--- src/hcla_pkg.sv ---
// Shared constants for the hierarchical cohort lock arbiter.
package hcla_pkg;

    localparam int STW = 14;
    localparam int CFGW = 12;

    localparam logic [STW-1:0] ST_WAIT         = 14'h3FFF;
    localparam logic [STW-1:0] ST_ACQ_PARENT   = 14'h3FFE;
    localparam logic [STW-1:0] ST_COHORT_START = 14'd1;

    localparam logic [CFGW-1:0] THRESHOLD_RESET = 12'd256;

    localparam logic [1:0] FN_ACQUIRE = 2'd0;
    localparam logic [1:0] FN_RELEASE = 2'd1;
    localparam logic [1:0] FN_QUERY   = 2'd2;

endpackage

--- src/hierarchical_cohort_lock_arbiter.sv ---
// Hierarchical queue lock arbiter: request sequencer over queue-node and tree-node memories.
// A rejected or ignored request is answered directly; an acquire climbs level by level until
// it links behind a waiter or is granted at the root, a holder's query looks for waiters
// level by level, and a release climbs the tree and wakes waiters on the way back down.
// One request is taken at a time; s_tready returns with m_tvalid when the result is staged.
// Reset (aresetn low, synchronous) clears control, holder and valid bits; threshold goes to 256.
module hierarchical_cohort_lock_arbiter
    import hcla_pkg::*;
#(
    parameter int THREADS    = 64,
    parameter int LEAF_GROUP = 2,
    parameter int MID_GROUP  = 16,
    parameter int LEVELS     = 3
) (
    input  logic             aclk,
    input  logic             aresetn,
    input  logic             cfg_wr_en,
    input  logic [CFGW-1:0]  cfg_wr_data,
    input  logic             s_tvalid,
    output logic             s_tready,
    input  logic [7:0]       s_tdata,   // [1:0] func, [7:2] thread
    output logic             m_tvalid,
    input  logic             m_tready,
    output logic [15:0]      m_tdata    // [0] grant_valid, [6:1] grant_thread,
                                        // [7] no_waiters, [8] protocol_error, rest zero
);

    localparam int NLEAF  = (THREADS + LEAF_GROUP - 1) / LEAF_GROUP;
    localparam int NMID   = (LEVELS >= 3) ? (THREADS + MID_GROUP - 1) / MID_GROUP : 0;
    localparam int NNODES = NLEAF + NMID + 1;
    localparam int NQ     = THREADS + NNODES;
    localparam int TW     = $clog2(THREADS);
    localparam int NW     = $clog2(NNODES);
    localparam int QW     = $clog2(NQ + 1);   // one spare code for null
    localparam int QIW    = $clog2(NQ);
    localparam int SPW    = $clog2(LEVELS + 1);
    localparam int SIW    = (LEVELS > 1) ? $clog2(LEVELS) : 1;

    localparam logic [QW-1:0] QNULL    = '1;
    localparam logic [NW-1:0] ROOT     = NW'(NNODES - 1);
    localparam logic [QW-1:0] Q_THREAD = QW'(THREADS);

    typedef enum logic [4:0] {
        S_IDLE, S_ACQ_T1, S_ACQ_T2, S_ACQ_T3, S_A1, S_A2,
        S_W1, S_W2, S_W3, S_RU0, S_RU1, S_MR0, S_MR1, S_RET,
        S_Q0, S_Q1, S_Q2, S_QF, S_DONE
    } state_t;

    function automatic logic [NW-1:0] parent_of(input logic [NW-1:0] n);
        if (LEVELS >= 3 && int'(n) < NLEAF)
            return NW'(NLEAF + (int'(n) * LEAF_GROUP) / MID_GROUP);
        return ROOT;
    endfunction

    function automatic logic [NW-1:0] leaf_of(input logic [TW-1:0] t);
        return NW'(int'(t) / LEAF_GROUP);
    endfunction

    function automatic logic [QW-1:0] own_q(input logic [NW-1:0] n);
        return Q_THREAD + QW'(n);
    endfunction

    // Memories: queue-node successor and status, tree-node tail and leader.
    logic [QW-1:0]  qn_mem [NQ];
    logic [STW-1:0] qs_mem [NQ];
    logic [QW-1:0]  tl_mem [NNODES];
    logic [TW-1:0]  ld_mem [NNODES];

    logic [NQ-1:0]     qn_vld_reg, qs_vld_reg;
    logic [NNODES-1:0] tl_vld_reg;
    logic              qn_rvld_reg, qs_rvld_reg, tl_rvld_reg;
    logic [QW-1:0]     qn_raw_reg, tl_raw_reg;
    logic [STW-1:0]    qs_raw_reg;
    logic [TW-1:0]     ld_rd;

    logic [QIW-1:0] q_raddr;
    logic [NW-1:0]  t_raddr, l_raddr;
    logic           qn_we, qs_we, tl_we, ld_we;
    logic [QIW-1:0] qn_waddr, qs_waddr;
    logic [NW-1:0]  tl_waddr, ld_waddr;
    logic [QW-1:0]  qn_wdata, tl_wdata;
    logic [STW-1:0] qs_wdata;
    logic [TW-1:0]  ld_wdata;

    logic [QW-1:0]  qn_rd, tl_rd;
    logic [STW-1:0] qs_rd;

    assign qn_rd = qn_rvld_reg ? qn_raw_reg : QNULL;
    assign qs_rd = qs_rvld_reg ? qs_raw_reg : ST_WAIT;
    assign tl_rd = tl_rvld_reg ? tl_raw_reg : QNULL;

    always_ff @(posedge aclk) begin
        if (qn_we) qn_mem[qn_waddr] <= qn_wdata;
        if (qs_we) qs_mem[qs_waddr] <= qs_wdata;
        if (tl_we) tl_mem[tl_waddr] <= tl_wdata;
        if (ld_we) ld_mem[ld_waddr] <= ld_wdata;
        qn_raw_reg <= qn_mem[q_raddr];
        qs_raw_reg <= qs_mem[q_raddr];
        tl_raw_reg <= tl_mem[t_raddr];
        ld_rd      <= ld_mem[l_raddr];
    end

    // Valid bits: an entry never written reads as its reset code.
    always_ff @(posedge aclk) begin
        if (!aresetn) begin
            qn_vld_reg  <= '0;
            qs_vld_reg  <= '0;
            tl_vld_reg  <= '0;
            qn_rvld_reg <= 1'b0;
            qs_rvld_reg <= 1'b0;
            tl_rvld_reg <= 1'b0;
        end else begin
            qn_rvld_reg <= qn_vld_reg[q_raddr];
            qs_rvld_reg <= qs_vld_reg[q_raddr];
            tl_rvld_reg <= tl_vld_reg[t_raddr];
            if (qn_we) qn_vld_reg[qn_waddr] <= 1'b1;
            if (qs_we) qs_vld_reg[qs_waddr] <= 1'b1;
            if (tl_we) tl_vld_reg[tl_waddr] <= 1'b1;
        end
    end

    // Sequencer registers.
    state_t         state_reg, state_next;
    logic [NW-1:0]  cn_reg, cn_next, cm_reg, cm_next;
    logic [QW-1:0]  cq_reg, cq_next, cs_reg, cs_next;
    logic [TW-1:0]  ct_reg, ct_next;
    logic [STW-1:0] cv_reg, cv_next;
    logic           lt_null_reg, lt_null_next;
    logic [SPW-1:0] sp_reg, sp_next, sp_dec;
    logic [NW-1:0]  stk_n_reg [LEVELS];
    logic [QW-1:0]  stk_q_reg [LEVELS];
    logic           stk_push;
    logic [THREADS-1:0] fp_reg, fp_next, act_reg, act_next;
    logic           hold_vld_reg, hold_vld_next;
    logic [TW-1:0]  hold_reg, hold_next;
    logic           res_gv_reg, res_gv_next, res_nw_reg, res_nw_next, res_err_reg, res_err_next;
    logic [TW-1:0]  res_gt_reg, res_gt_next;
    logic [CFGW-1:0] thr_reg;
    logic           m_tvalid_reg;
    logic [15:0]    m_tdata_reg;

    logic [1:0]     in_func;
    logic [5:0]     in_thr;
    logic [TW-1:0]  tin;
    logic           in_bad;
    logic [TW-1:0]  cs_t;
    logic [NW-1:0]  cs_node, m_sel;

    assign in_func = s_tdata[1:0];
    assign in_thr  = s_tdata[7:2];
    assign tin     = TW'(in_thr);
    assign in_bad  = int'(in_thr) >= THREADS;
    assign cs_t    = TW'(cs_reg);
    assign cs_node = NW'(cs_reg - Q_THREAD);
    assign sp_dec  = sp_reg - 1'b1;

    assign s_tready = (state_reg == S_IDLE);
    assign m_tvalid = m_tvalid_reg;
    assign m_tdata  = m_tdata_reg;

    always_comb begin
        state_next    = state_reg;
        cn_next       = cn_reg;
        cm_next       = cm_reg;
        cq_next       = cq_reg;
        cs_next       = cs_reg;
        ct_next       = ct_reg;
        cv_next       = cv_reg;
        lt_null_next  = lt_null_reg;
        sp_next       = sp_reg;
        stk_push      = 1'b0;
        fp_next       = fp_reg;
        act_next      = act_reg;
        hold_vld_next = hold_vld_reg;
        hold_next     = hold_reg;
        res_gv_next   = res_gv_reg;
        res_gt_next   = res_gt_reg;
        res_nw_next   = res_nw_reg;
        res_err_next  = res_err_reg;
        m_sel         = '0;
        q_raddr  = '0;
        t_raddr  = '0;
        l_raddr  = '0;
        qn_we    = 1'b0; qn_waddr = '0; qn_wdata = QNULL;
        qs_we    = 1'b0; qs_waddr = '0; qs_wdata = ST_WAIT;
        tl_we    = 1'b0; tl_waddr = '0; tl_wdata = QNULL;
        ld_we    = 1'b0; ld_waddr = '0; ld_wdata = '0;

        case (state_reg)
            S_IDLE: begin
                if (s_tvalid) begin
                    res_gv_next  = 1'b0;
                    res_gt_next  = '0;
                    res_nw_next  = 1'b0;
                    res_err_next = 1'b0;
                    sp_next      = '0;
                    ct_next      = tin;
                    state_next   = S_DONE;
                    if (in_func == FN_ACQUIRE || in_func == FN_RELEASE || in_func == FN_QUERY)
                        res_err_next = in_bad;
                    if (!in_bad) begin
                        case (in_func)
                            FN_ACQUIRE: begin
                                if (act_reg[tin]) begin
                                    res_err_next = 1'b1;
                                end else begin
                                    act_next[tin] = 1'b1;
                                    state_next    = S_ACQ_T1;
                                end
                            end
                            FN_RELEASE: begin
                                if (!(hold_vld_reg && hold_reg == tin)) begin
                                    res_err_next = 1'b1;
                                end else begin
                                    hold_vld_next = 1'b0;
                                    act_next[tin] = 1'b0;
                                    cq_next       = QW'(tin);
                                    if (fp_reg[tin]) begin
                                        // fast-path holder leaves the root queue directly
                                        fp_next[tin] = 1'b0;
                                        cn_next      = ROOT;
                                        cv_next      = ST_COHORT_START;
                                        state_next   = S_MR0;
                                    end else begin
                                        cn_next    = leaf_of(tin);
                                        state_next = S_RU0;
                                    end
                                end
                            end
                            FN_QUERY: begin
                                if (hold_vld_reg && hold_reg == tin)
                                    state_next = S_Q0;
                            end
                            default: ;
                        endcase
                    end
                end
            end
            S_ACQ_T1: begin
                t_raddr    = leaf_of(ct_reg);
                state_next = S_ACQ_T2;
            end
            S_ACQ_T2: begin
                lt_null_next = (tl_rd == QNULL);
                t_raddr      = ROOT;
                state_next   = S_ACQ_T3;
            end
            S_ACQ_T3: begin
                cq_next = QW'(ct_reg);
                if (lt_null_reg && tl_rd == QNULL) begin
                    fp_next[ct_reg] = 1'b1;
                    cn_next         = ROOT;
                end else begin
                    cn_next = leaf_of(ct_reg);
                end
                state_next = S_A1;
            end
            S_A1: begin
                qs_we = 1'b1; qs_waddr = cq_reg[QIW-1:0]; qs_wdata = ST_WAIT;
                qn_we = 1'b1; qn_waddr = cq_reg[QIW-1:0]; qn_wdata = QNULL;
                t_raddr    = cn_reg;
                state_next = S_A2;
            end
            S_A2: begin
                tl_we = 1'b1; tl_waddr = cn_reg; tl_wdata = cq_reg;
                if (tl_rd != QNULL) begin
                    // link behind the predecessor and wait
                    qn_we = 1'b1; qn_waddr = tl_rd[QIW-1:0]; qn_wdata = cq_reg;
                    state_next = S_RET;
                end else if (cn_reg == ROOT) begin
                    hold_vld_next = 1'b1;
                    hold_next     = ct_reg;
                    res_gv_next   = 1'b1;
                    res_gt_next   = ct_reg;
                    state_next    = S_RET;
                end else begin
                    // first in group: lead the cohort and climb
                    qs_we = 1'b1; qs_waddr = cq_reg[QIW-1:0]; qs_wdata = ST_COHORT_START;
                    ld_we = 1'b1; ld_waddr = cn_reg; ld_wdata = ct_reg;
                    cq_next    = own_q(cn_reg);
                    cn_next    = parent_of(cn_reg);
                    state_next = S_A1;
                end
            end
            S_W1: begin
                qs_we = 1'b1; qs_waddr = cs_reg[QIW-1:0]; qs_wdata = cv_reg;
                if (cs_reg < Q_THREAD) begin
                    m_sel   = fp_reg[cs_t] ? ROOT : leaf_of(cs_t);
                    ct_next = cs_t;
                    cm_next = m_sel;
                    if (cv_reg != ST_ACQ_PARENT || m_sel == ROOT) begin
                        hold_vld_next = 1'b1;
                        hold_next     = cs_t;
                        res_gv_next   = 1'b1;
                        res_gt_next   = cs_t;
                        state_next    = S_RET;
                    end else begin
                        state_next = S_W3;
                    end
                end else begin
                    l_raddr    = cs_node;
                    state_next = S_W2;
                end
            end
            S_W2: begin
                m_sel   = parent_of(cs_node);
                ct_next = ld_rd;
                cm_next = m_sel;
                if (cv_reg != ST_ACQ_PARENT || m_sel == ROOT) begin
                    hold_vld_next = 1'b1;
                    hold_next     = ld_rd;
                    res_gv_next   = 1'b1;
                    res_gt_next   = ld_rd;
                    state_next    = S_RET;
                end else begin
                    state_next = S_W3;
                end
            end
            S_W3: begin
                qs_we = 1'b1; qs_waddr = cs_reg[QIW-1:0]; qs_wdata = ST_COHORT_START;
                ld_we = 1'b1; ld_waddr = cm_reg; ld_wdata = ct_reg;
                cn_next    = parent_of(cm_reg);
                cq_next    = own_q(cm_reg);
                state_next = S_A1;
            end
            S_RU0: begin
                if (cn_reg == ROOT) begin
                    cv_next    = ST_COHORT_START;
                    state_next = S_MR0;
                end else begin
                    q_raddr    = cq_reg[QIW-1:0];
                    state_next = S_RU1;
                end
            end
            S_RU1: begin
                if (qs_rd < STW'(thr_reg) && qn_rd != QNULL) begin
                    // hand off inside the cohort with a raised pass count
                    cs_next    = qn_rd;
                    cv_next    = qs_rd + 1'b1;
                    state_next = S_W1;
                end else begin
                    // release the parent first, then this level
                    stk_push   = 1'b1;
                    sp_next    = sp_reg + 1'b1;
                    cq_next    = own_q(cn_reg);
                    cn_next    = parent_of(cn_reg);
                    state_next = S_RU0;
                end
            end
            S_MR0: begin
                q_raddr    = cq_reg[QIW-1:0];
                t_raddr    = cn_reg;
                state_next = S_MR1;
            end
            S_MR1: begin
                if (qn_rd != QNULL) begin
                    cs_next    = qn_rd;
                    state_next = S_W1;
                end else begin
                    if (tl_rd == cq_reg) begin
                        tl_we = 1'b1; tl_waddr = cn_reg; tl_wdata = QNULL;
                    end
                    state_next = S_RET;
                end
            end
            S_RET: begin
                if (sp_reg != '0) begin
                    cn_next    = stk_n_reg[sp_dec[SIW-1:0]];
                    cq_next    = stk_q_reg[sp_dec[SIW-1:0]];
                    cv_next    = ST_ACQ_PARENT;
                    sp_next    = sp_dec;
                    state_next = S_MR0;
                end else begin
                    state_next = S_DONE;
                end
            end
            S_Q0: begin
                if (fp_reg[ct_reg]) begin
                    q_raddr    = QIW'(ct_reg);
                    state_next = S_QF;
                end else begin
                    cq_next    = QW'(ct_reg);
                    cn_next    = leaf_of(ct_reg);
                    state_next = S_Q1;
                end
            end
            S_Q1: begin
                q_raddr    = cq_reg[QIW-1:0];
                state_next = S_Q2;
            end
            S_Q2: begin
                if (qn_rd != QNULL) begin
                    state_next = S_DONE;
                end else if (cn_reg == ROOT) begin
                    res_nw_next = 1'b1;
                    state_next  = S_DONE;
                end else begin
                    cq_next    = own_q(cn_reg);
                    cn_next    = parent_of(cn_reg);
                    state_next = S_Q1;
                end
            end
            S_QF: begin
                res_nw_next = (qn_rd == QNULL);
                state_next  = S_DONE;
            end
            S_DONE: begin
                if (!m_tvalid_reg || m_tready)
                    state_next = S_IDLE;
            end
            default: state_next = S_IDLE;
        endcase
    end

    always_ff @(posedge aclk) begin
        if (!aresetn) begin
            state_reg    <= S_IDLE;
            sp_reg       <= '0;
            fp_reg       <= '0;
            act_reg      <= '0;
            hold_vld_reg <= 1'b0;
            m_tvalid_reg <= 1'b0;
            thr_reg      <= THRESHOLD_RESET;
        end else begin
            state_reg    <= state_next;
            sp_reg       <= sp_next;
            fp_reg       <= fp_next;
            act_reg      <= act_next;
            hold_vld_reg <= hold_vld_next;
            if (cfg_wr_en)
                thr_reg <= cfg_wr_data;
            // stage the result; drop it once taken
            if (state_reg == S_DONE && (!m_tvalid_reg || m_tready))
                m_tvalid_reg <= 1'b1;
            else if (m_tready)
                m_tvalid_reg <= 1'b0;
        end
    end

    always_ff @(posedge aclk) begin
        cn_reg      <= cn_next;
        cm_reg      <= cm_next;
        cq_reg      <= cq_next;
        cs_reg      <= cs_next;
        ct_reg      <= ct_next;
        cv_reg      <= cv_next;
        lt_null_reg <= lt_null_next;
        hold_reg    <= hold_next;
        res_gv_reg  <= res_gv_next;
        res_gt_reg  <= res_gt_next;
        res_nw_reg  <= res_nw_next;
        res_err_reg <= res_err_next;
        if (stk_push) begin
            stk_n_reg[sp_reg[SIW-1:0]] <= cn_reg;
            stk_q_reg[sp_reg[SIW-1:0]] <= cq_reg;
        end
        if (state_reg == S_DONE && (!m_tvalid_reg || m_tready))
            m_tdata_reg <= {7'd0, res_err_reg, res_nw_reg, 6'(res_gt_reg), res_gv_reg};
    end

endmodule

--- config.mk ---
export PLATFORM = sky130hd
export DESIGN_NAME = hierarchical_cohort_lock_arbiter
export DESIGN_NICKNAME = d
export VERILOG_FILES = /design/src/hcla_pkg.sv /design/src/hierarchical_cohort_lock_arbiter.sv
export SDC_FILE = /design/constraint.sdc
export NUM_CORES = 2
export LEC_CHECK = 0
export BUFFER_PORTS_ARGS = -buffer_cell sky130_fd_sc_hd__buf_2
export CORE_ASPECT_RATIO = 1.25
export CORE_MARGIN = 2
export CORE_UTILIZATION = 45
export CTS_CLUSTER_SIZE = 28
export DETAILED_ROUTE_END_ITERATION = 8
export PLACE_DENSITY_LB_ADDON = 0.25
export SLEW_MARGIN = 20
export SYNTH_ARGS = -nofsm -noshare
export SYNTH_HDL_FRONTEND = slang
export SYNTH_SLANG_ARGS = --single-unit
--- constraint.sdc ---
create_clock -name aclk -period 6.2 [get_ports aclk]
set_clock_uncertainty 0.05 [all_clocks]
set_input_delay 0.93 -clock aclk [delete_from_list [all_inputs] [get_ports aclk]]
set_output_delay 0.93 -clock aclk [all_outputs]
set_load 0.05 [all_outputs]
==> out/metrics.yaml <==
global_routing:
  grt_pass1_vias: 86700
  antenna_found_initial: 23
  grt_max_degree: 139
  grt_pass1_wl_um: 615000
  grt_overflow_total: 0
  track_usage: 0.289
synth:
  synth_area_um2: 129000
  postSynth.asyncResetShare: 0
  synth_ff_type: "edfxtp_1"
  ys_ff_latch: 3137
  yosys.area.top_type: "edfxtp_1"
  avgSynthCellArea_um2: 12.3
  yosysTopAreaCellShare: 0.631
  synthCells: 10500
  ys_seq_area_frac: 0.697
  yosysWarnings: 0
  yosys.cell_types.count: 92
  synth_edf_count: 2712
  synth_area_leaders: "edfxtp_1 (63%), dfxtp_1 (6.6%), nand2_1 (6.1%)"
drt:
  vias_per_cell: 6.24
  vias: 91100
  first_pass_iters: 9
  postRouteAntennaNets: 0
  drtIter0Drc: 12100
  drc: 0
  wl_per_cell_um: 29.5
  finalWirelength_um: 431000
sta:
  finalHoldViolCount: 0
  setup_viol: 0
  fin_crit_ns: 6.01
  tns_ns: 0
  period_share: 0.970
  rsz0062_at_grt: "no"
  fmax_ghz: 0.166
  whs_ns: 0.205
  worst_pin_slew_ns: 1.20
  max-slew-margin-rel: 0.192
  drv_slew: 0
worst_hold_path:
  min-delay-path-class: "in2reg"
  min_path_cells: 3
  min_to: "thr_reg[8]$_SDFFE_PN1P_"
  min_from: "cfg_wr_data[8]"
cts:
  htreeDepth: 5
  cts_tree: "done"
  numCtsBuffers: 314
  cts_hold_buf: 0
  clk_latency_ns: 0.92
  cts_sinks: 3137
  cts.reportedPaths.clkPinSlew_ns: 0.06
  cts_max_path_buffers: 4
  root_buffer: "clkbuf_16"
power:
  power_leakage_nw: 50.9
  p_per_area_nw_per_um2: 343
  power_mw: 49.9
  peakVddDrop_uv: 259
floorplanning:
  start_util: 0.453
  rows: 219
  fp.dieH_um: 603
  io_pins: 43
  core_um2: 285000
  dieWidth_um: 483
  dieArea_um2: 291000
placed_design:
  dp_hpwl_um: 267000
  place_inst: 14000
  portBuffers: 35
  place_congestion: 0.936
setup_path:
  cp-startpoint: "ct_reg[0]$_DFFE_PP_"
  reg2reg_from: "ct_reg[0]$_DFFE_PP_"
  r2r-end: "qn_raw_reg[6]$_DFF_P_"
  worst-r2r-setup-slack_ns: 0.19
  startpoint_type: "flop"
  setup.worst_path.end_class: "flop"
  worstRegToRegCells: 15
  required_ns: 6.95
  worstPathMaxFanout: 53
  crit_type: "reg2reg"
  critPathArrivalTime_ns: 6.76
cells_and_area:
  largest_reg_flops: 1414
  top_regs: "qs_mem: 1414 flops, qn_mem: 707 flops, tl_mem: 259 flops"
  final_cells: 14600
  area_growth_pct: 12.9
  nets: 10600
  top_register: "qs_mem"
  layout-drive-gt1-share: 0.111
  fill_cells: 24200
status:
  status: "complete, no violations"
run:
  maxCapViolCount: 0
==> repair_timing <==
item,in CTS,in global routing
endpoints found under the setup margin,0,1
buffers inserted,0,0
resized for setup,0,1
==> critical path, stage by stage, from the launching register on <==
cell and delay [ns]:
edfxtp_1 0.88, inv_1 0.43, a221o_1 0.42, a21boi_0 0.29
nor2_1 0.18, o31ai_4 0.54, and2_4 0.64, buf_12 0.27
buf_12 0.28, buf_4 0.20, a211oi_1 0.05, a31oi_1 0.60
o22ai_1 0.28, nor3_1 0.25, o22ai_1 0.19, a211oi_1 0.29
==> worst max path at each step <==
stage | endpoint | slack [ns] | depth (start not counted)
2_1_floorplan | flop | 2.24 | 14
3_3_place_gp | qs_raw_reg[9]$_DFF_P_ | 0.32 | 15
3_5_place_dp | qs_raw_reg[9]$_DFF_P_ | 0.17 | 15
4_1_cts | qs_raw_reg[9]$_DFF_P_ | 0.1 | 15
5_1_grt | qn_raw_reg[6]$_DFF_P_ | 0.04 | 16
6_report | qn_raw_reg[6]$_DFF_P_ | 0.19 | 15
==> power breakdown <==
| part | switching (mW) | internal [mW] | leakage, nW |
|---|---|---|---|
| registers | 0.513 | 24.1 | 30.8 |
| logic | 4.49 | 1.35 | 15.1 |
| clock network | 8.20 | 11.3 | 5.05 |
==> through the flow <==
step	utilization	setup WS [ns]	instance area [um2]
final	0.511	0.189	146000
after global routing	0.511	0.0393	146000
after CTS	0.511	0.0957	146000
after detailed placement	0.474	0.172	135000
after global placement	0.474	0.321	135000
after floorplan	-	2.24	129000
==> per-layer routing <==
metal,GRT usage,part of all wire,vias up
met2,0.454,0.46,5478
li1,-,-,39000
met4,0.150,0.060,4
met3,0.0627,0.11,1115
met1,0.375,0.37,45400
met5,0,0.000063,-
==> Yosys cell counts, types with 94 or more instances <==
| cell | count |
|---|---|
| a22oi_1 | 114 |
| a31oi_1 | 194 |
| edfxtp_1 | 2712 |
| nand3_1 | 694 |
| o21ai_0 | 259 |
| nand2_1 | 2088 |
| a211oi_1 | 240 |
| dfxtp_1 | 425 |
| buf_2 | 274 |
| mux2i_1 | 229 |
| and3_1 | 225 |
| o22ai_1 | 94 |
| a21oi_1 | 448 |
| nor2_1 | 985 |
| clkbuf_1 | 356 |
| a311oi_1 | 96 |
==> area by class of cell <==
class,count,area (um2),share of cell area
clock buffers,412,8520,0.0585
inverters,46,180,0.00124
well taps,3757,4700,0.0323
clock inverters,159,1850,0.0127
repair buffers,535,4660,0.0320
multi-input cells,6536,35800,0.246
diodes,19,47.5,0.000326
flip-flops and latches,3137,89900,0.617
==> logic make-up after synthesis <==
logic type      share of synthesized area
simple gates                        0.142
flops                               0.697
compound gates                     0.0956
buf+inv                            0.0289
mux                                0.0334
xor+xnor                          0.00122
fa+ha+maj                         0.00145
other cells                     0.0000291
==> layout by cell type, fill, tap and decap left out, drive strengths merged, types with 72 or more instances in the layout <==
cell / count
edfxtp: 2712
nand2: 2089
nor2: 987
nand3: 694
buf: 535
a21oi: 448
dfxtp: 425
clkbuf: 412
o21ai: 270
a211oi: 241
mux2i: 229
and3: 225
a31oi: 194
a22oi: 114
clkinv: 100
a311oi: 96
o22ai: 94
nor3: 86
mux4: 72
Note: power is estimated with default switching activity, not from simulation.
